==> src/rtl/cdq_pkg.sv <==
// ----------------------------------------------------------------------------
// cdq_pkg: circular deque shared definitions
// Command and status codes, request/response payloads and cell controls.
// ----------------------------------------------------------------------------
package cdq_pkg;

  localparam int unsigned CAPACITY_DEF = 128;
  localparam int unsigned WORD_W       = 32;

  typedef enum logic [2:0] {
    CMD_PUSH_FRONT = 3'd0,
    CMD_PUSH_BACK  = 3'd1,
    CMD_POP_FRONT  = 3'd2,
    CMD_POP_BACK   = 3'd3,
    CMD_PEEK       = 3'd4
  } cmd_e;

  typedef enum logic [1:0] {
    STS_DONE  = 2'd0,
    STS_FULL  = 2'd1,
    STS_EMPTY = 2'd2
  } status_e;

  // per-cycle action broadcast to every cell of a chain
  typedef enum logic [1:0] {
    CELL_HOLD = 2'd0,
    CELL_INS  = 2'd1,
    CELL_REM  = 2'd2,
    CELL_PUT  = 2'd3
  } cell_op_e;

  typedef struct packed {
    logic [2:0]               command;
    logic signed [WORD_W-1:0] push_value;
  } req_t;

  typedef struct packed {
    logic [1:0]               status;
    logic signed [WORD_W-1:0] popped_value;
    logic [7:0]               entry_count;
    logic signed [WORD_W-1:0] front_value;
    logic signed [WORD_W-1:0] back_value;
    logic                     is_empty;
  } rsp_t;

  typedef struct packed {
    cell_op_e                 op;
    logic signed [WORD_W-1:0] word;
  } cell_ctl_t;

endpackage

==> src/rtl/cdq_cell.sv <==
// ----------------------------------------------------------------------------
// cdq_cell: one storage cell of a deque chain
// Holds one word; shifts in from either neighbor or loads the broadcast word.
// ----------------------------------------------------------------------------
module cdq_cell #(
  parameter int unsigned CNT_W = 8,
  parameter int unsigned IDX   = 0
) (
  input  logic                             clk_i,
  input  cdq_pkg::cell_ctl_t               ctl_i,
  input  logic [CNT_W-1:0]                 count_i,
  input  logic signed [cdq_pkg::WORD_W-1:0] prev_i,
  input  logic signed [cdq_pkg::WORD_W-1:0] next_i,
  output logic signed [cdq_pkg::WORD_W-1:0] data_o
);

  logic signed [cdq_pkg::WORD_W-1:0] data_q, data_d;

  always_comb begin
    data_d = data_q;
    case (ctl_i.op)
      cdq_pkg::CELL_INS: data_d = prev_i;
      cdq_pkg::CELL_REM: data_d = next_i;
      cdq_pkg::CELL_PUT: begin
        // append lands in the first free cell
        if (count_i == CNT_W'(IDX)) data_d = ctl_i.word;
      end
      default: data_d = data_q;
    endcase
  end

  always_ff @(posedge clk_i) begin
    data_q <= data_d;
  end

  assign data_o = data_q;

endmodule

==> src/rtl/cdq_chain.sv <==
// ----------------------------------------------------------------------------
// cdq_chain: row of deque cells with the head at cell 0
// Insert shifts toward the tail, remove shifts toward the head.
// ----------------------------------------------------------------------------
module cdq_chain #(
  parameter int unsigned CAPACITY = cdq_pkg::CAPACITY_DEF,
  parameter int unsigned CNT_W    = $clog2(CAPACITY + 1)
) (
  input  logic                              clk_i,
  input  cdq_pkg::cell_ctl_t                ctl_i,
  input  logic [CNT_W-1:0]                  count_i,
  output logic signed [cdq_pkg::WORD_W-1:0] head_o
);

  logic signed [cdq_pkg::WORD_W-1:0] data [CAPACITY];

  for (genvar i = 0; i < CAPACITY; i++) begin : g_cell
    logic signed [cdq_pkg::WORD_W-1:0] prev, next;

    if (i == 0) begin : g_first
      assign prev = ctl_i.word;
    end else begin : g_mid
      assign prev = data[i-1];
    end

    if (i == CAPACITY - 1) begin : g_last
      assign next = '0;
    end else begin : g_inner
      assign next = data[i+1];
    end

    cdq_cell #(
      .CNT_W (CNT_W),
      .IDX   (i)
    ) u_cell (
      .clk_i   (clk_i),
      .ctl_i   (ctl_i),
      .count_i (count_i),
      .prev_i  (prev),
      .next_i  (next),
      .data_o  (data[i])
    );
  end

  assign head_o = data[0];

endmodule

==> config.mk <==
export PLATFORM = sky130hd
export DESIGN_NAME = cdq_chain
export DESIGN_NICKNAME = d
export VERILOG_FILES = /design/src/rtl/cdq_pkg.sv /design/src/rtl/cdq_cell.sv /design/src/rtl/cdq_chain.sv
export SDC_FILE = /design/constraint.sdc
export NUM_CORES = 2
export LEC_CHECK = 0
export ABC_AREA = 1
export BUFFER_PORTS_ARGS = -buffer_cell sky130_fd_sc_hd__buf_2
export CORE_ASPECT_RATIO = 0.6
export CORE_MARGIN = 2
export CORE_UTILIZATION = 50
export DETAILED_ROUTE_END_ITERATION = 10
export PLACE_DENSITY_LB_ADDON = 0.1
export SLEW_MARGIN = 20
export SYNTH_ARGS = -nofsm -noshare
export SYNTH_HDL_FRONTEND = slang
export SYNTH_SLANG_ARGS = --single-unit
==> constraint.sdc <==
create_clock -name clk_i -period 3.9 [get_ports clk_i]
set_input_delay 0.39 -clock clk_i [delete_from_list [all_inputs] [get_ports clk_i]]
set_output_delay 0.39 -clock clk_i [all_outputs]
set_load 0.005 [all_outputs]
==> Flow_metrics.wiki <==
{| class="wikitable"
! Metric !! Value
|-
| Syn Inst Count || 14000
|-
| Final antenna-violating net count || 0
|-
| Reported leakage power || 79.1 nW
|-
| Number of hold violations in the final report || 0
|-
| Leading cell types in the layout, fill and taps excluded || sky130_fd_sc_hd__edfxtp_1 (4096), sky130_fd_sc_hd__inv_1 (4072), sky130_fd_sc_hd__o221ai_1 (4000)
|-
| Largest cells by area after synthesis || sky130_fd_sc_hd__edfxtp_1 (68%), sky130_fd_sc_hd__o221ai_1 (19%), sky130_fd_sc_hd__inv_1 (8.4%), sky130_fd_sc_hd__buf_2 (2.3%), sky130_fd_sc_hd__buf_1 (0.56%)
|-
| Number of antenna violations at the first check in global routing || 2
|-
| Post_cts resized || 0
|-
| Worst endpoint data arrival time || 3.45 ns
|-
| Insertion delay of the later-clocked pin in the worst-skew pair || 0.95 ns
|-
| Yosys Warn Count || 0
|-
| Top sig layer || met4
|-
| Source of the worst hold timing path || ctl_i[6]
|-
| Slew Limit Headroom || 16.6%
|-
| Critical Path Sink Type || flop
|-
| Transition at the pin with the smallest max-transition slack || 1.25 ns
|-
| Routed met1 length || 238000 microns
|-
| Cell depth of the worst flop-to-flop path || 2
|-
| Sequential-to-total area share from yosys stat || 67.5%
|-
| Finished Core Util || 55.4%
|-
| Crit-path most repeated cell || sky130_fd_sc_hd__buf_12
|-
| Largest net degree at the start of global routing || 267
|-
| CTS Root Cell || sky130_fd_sc_hd__clkbuf_16
|-
| Met3 WL post-DR || 55300 microns
|-
| Net count after synthesis || 14100
|-
| Congestion Overflow GR || 0
|-
| Crit path launch type || input pin
|-
| Avg Cell Area, Syn || 13.0 sq um
|-
| CTS tree || done
|-
| Cell family with most CP delay || buffers and inverters
|-
| Die Area || 369000 sq um
|-
| Violation count after the first detailed-routing iteration || 17400
|-
| Die Y || 472 microns
|-
| Cell area after synthesis || 182000 sq um
|-
| Time the worst path needs with I/O delays and setup || 2.84 ns
|-
| Kind of critical path || input pin to flop
|-
| Sequential share of power || 52.7%
|-
| Setup WS post-layout || 1.06 ns
|-
| Total CTS buffers || 390
|-
| Setup slack after placement || 0.832 ns
|-
| Endpoint of the worst hold path || g_cell[0].u_cell.data_o[6]$_DFFE_PP_
|-
| Number of ports placed on the die boundary || 75
|-
| Hold crit path type || input pin to flop
|-
| Worst clock skew || 0.0481 ns
|-
| Post-Route Setup TNS || 0 ns
|-
| Upper clock frequency limit || 352 MHz
|-
| Most common cell after layout, fill and taps aside || sky130_fd_sc_hd__edfxtp_1
|-
| Combinational group share of total power || 12.3%
|-
| Yosys top cell area share || 67.5%
|-
| Maximum clock path buffer count || 4
|-
| Final-report setup violation count || 0
|-
| Via count of the first global-routing pass || 118000
|-
| Internal power || 0.0798 W
|-
| Share of final-layout standard cells stronger than drive strength 1 || 8.04%
|-
| Via count normalized by instance count || 6.55
|-
| Max FFs per register || 4096
|-
| H-tree levels || 5
|-
| Finished layout cell area || 201000 sq um
|-
| PwrDens || 532 nW/um^2
|-
| Worst stage delay on the critical path || 0.58 ns
|-
| RSZ-0062 raised after global routing || no
|-
| VDD IR-drop max || 0.401 mV
|-
| Number of DRC violations after detailed routing || 0
|-
| Input/output buffers || 74
|-
| Detailed placer's ending HPWL || 324000 microns
|-
| Highest-delay cell along the critical path || sky130_fd_sc_hd__dlygate4sd3_1
|-
| Standard cell core area || 362000 sq um
|-
| Cell type with the highest aggregate area in the netlist || sky130_fd_sc_hd__edfxtp_1
|-
| Switching Share || 25.3%
|-
| Global placer's final weighted congestion || 0.867
|-
| # clock sinks || 4096
|-
| Flop-to-flop setup slack || 2.74 ns
|-
| Synth-to-layout area growth || 10.2%
|-
| First-pass iteration count of the detailed router || 9
|-
| Final max-slew violation count || 0
|-
| Cells along the critical path || dlygate4sd3_1 -> buf_12 -> buf_12 -> buf_12 -> buf_16 -> o221ai_1
|-
| Total Routing Usage GR || 26.1%
|-
| R2r endpoint || g_cell[83].u_cell.data_o[21]$_DFFE_PP_
|-
| Buffering stage count on the worst path with inverters included || 5
|-
| Data required time of the worst path || 4.50 ns
|-
| Launching point of the worst reg2reg path || g_cell[84].u_cell.data_o[21]$_DFFE_PP_
|-
| Clock group share of total power || 35.0%
|-
| Die extent in x || 783 microns
|-
| Number of placement rows || 171
|-
| Post-route fraction of the period consumed by the critical path || 72.9%
|-
| Run status || finished clean
|-
| Sum of met2 wire segment lengths after detailed routing || 193000 microns
|-
| Critical Path Fanout Max || 188
|-
| Final Routed Wirelength || 495000 microns
|-
| Average wire length per cell after detail routing || 26.5 microns
|-
| Hold Path Stages || 4
|-
| Cell Area, Placed || 188000 sq um
|-
| First-pass GRT wire length || 745000 microns
|-
| Library cells used by synthesis || 18
|-
| Max-cap violations || 0
|-
| Via total after detailed routing || 122000
|-
| Switching power total || 0.0270 W
|-
| Initial Util || 50.3%
|-
| Flip-flop and latch count after synthesis || 4096
|-
| Clock slew seen by the registers of the worst setup and hold paths || 0.07 ns
|-
| Number of nets in the layout || 13600
|}
[stage by stage]
stage	total power [W]	std cells	hold slack [ns]
finish	0.107	18700	0.340
global route	0.111	18700	0.330
CTS	0.107	18700	0.269
detailed placement	0.0701	17900	0.577
global placement	0.0692	17900	0.573
floorplan	0.0653	14000	0.555
[timing repair]
item / CTS / global route
endpoints found under the hold margin: 99 / 0
buffers inserted: 0 / 0
hold buffers: 33 / 0
endpoints found under the setup margin: 0 / 0
[worst max path at each step]
stage          slack [ns]        from  cells past startpoint                                     end
2_1_floorplan        0.73   ctl_i[33]                      7  g_cell[103].u_cell.data_o[0]$_DFFE_PP_
3_3_place_gp         0.80  count_i[7]                      8   g_cell[21].u_cell.data_o[7]$_DFFE_PP_
3_5_place_dp         0.83  count_i[7]                      8   g_cell[21].u_cell.data_o[7]$_DFFE_PP_
4_1_cts              1.29   ctl_i[33]                      5   g_cell[28].u_cell.data_o[4]$_DFFE_PP_
5_1_grt              1.01   ctl_i[33]                      6   g_cell[28].u_cell.data_o[4]$_DFFE_PP_
6_report             1.06   ctl_i[33]                      6   g_cell[49].u_cell.data_o[7]$_DFFE_PP_
[cell usage after synthesis, drive strengths merged]
| cell type | count |
|---|---|
| nand2 | 209 |
| edfxtp | 4096 |
| buf | 1206 |
| nor2 | 32 |
| o211ai | 32 |
| nand3 | 32 |
| clkbuf | 159 |
| a21oi | 127 |
| o221ai | 4000 |
| o21ai | 64 |
| inv | 4074 |
[routing by layer]
metal,vias up,GRT usage [%]
met5,-,0
met2,6918,33.8
met4,0,5.26
li1,52700,-
met3,598,5.23
met1,62100,44.3
[cell type report]
type	count	area, sq um
Antenna cell	2	5.00
Clock buffer	485	10300
Clock inverter	208	1820
Fill cell	29000	161000
Inverter	4074	15300
Multi-Input combinational cell	4496	39000
Sequential cell	4096	123000
Tap cell	4844	6060
Timing Repair Buffer	471	5220
[logic make-up after synthesis]
kind of cell | Yosys count | synth area share (%)
buffers and inverters | 5439 | 12.0
AO/OA/AOI/OAI | 4223 | 19.9
flip-flops | 4096 | 67.5
AND/OR/NAND/NOR | 273 | 0.630
[worst register-to-register path, stage by stage (launching register included)]
cell,delay [ns]
sky130_fd_sc_hd__edfxtp_1,0.36
sky130_fd_sc_hd__inv_1,0.30
sky130_fd_sc_hd__o221ai_1,0.19
[power groups by stage]
stage	sequential (W)	clock, W	combinational, W
floorplan	0.0570	0	0.00834
detailed placement	0.0573	0	0.0128
global route	0.0568	0.0396	0.0143
CTS	0.0563	0.0380	0.0129
finish	0.0563	0.0373	0.0132
global placement	0.0571	0	0.0122
Power figures use the tool's default switching activity.
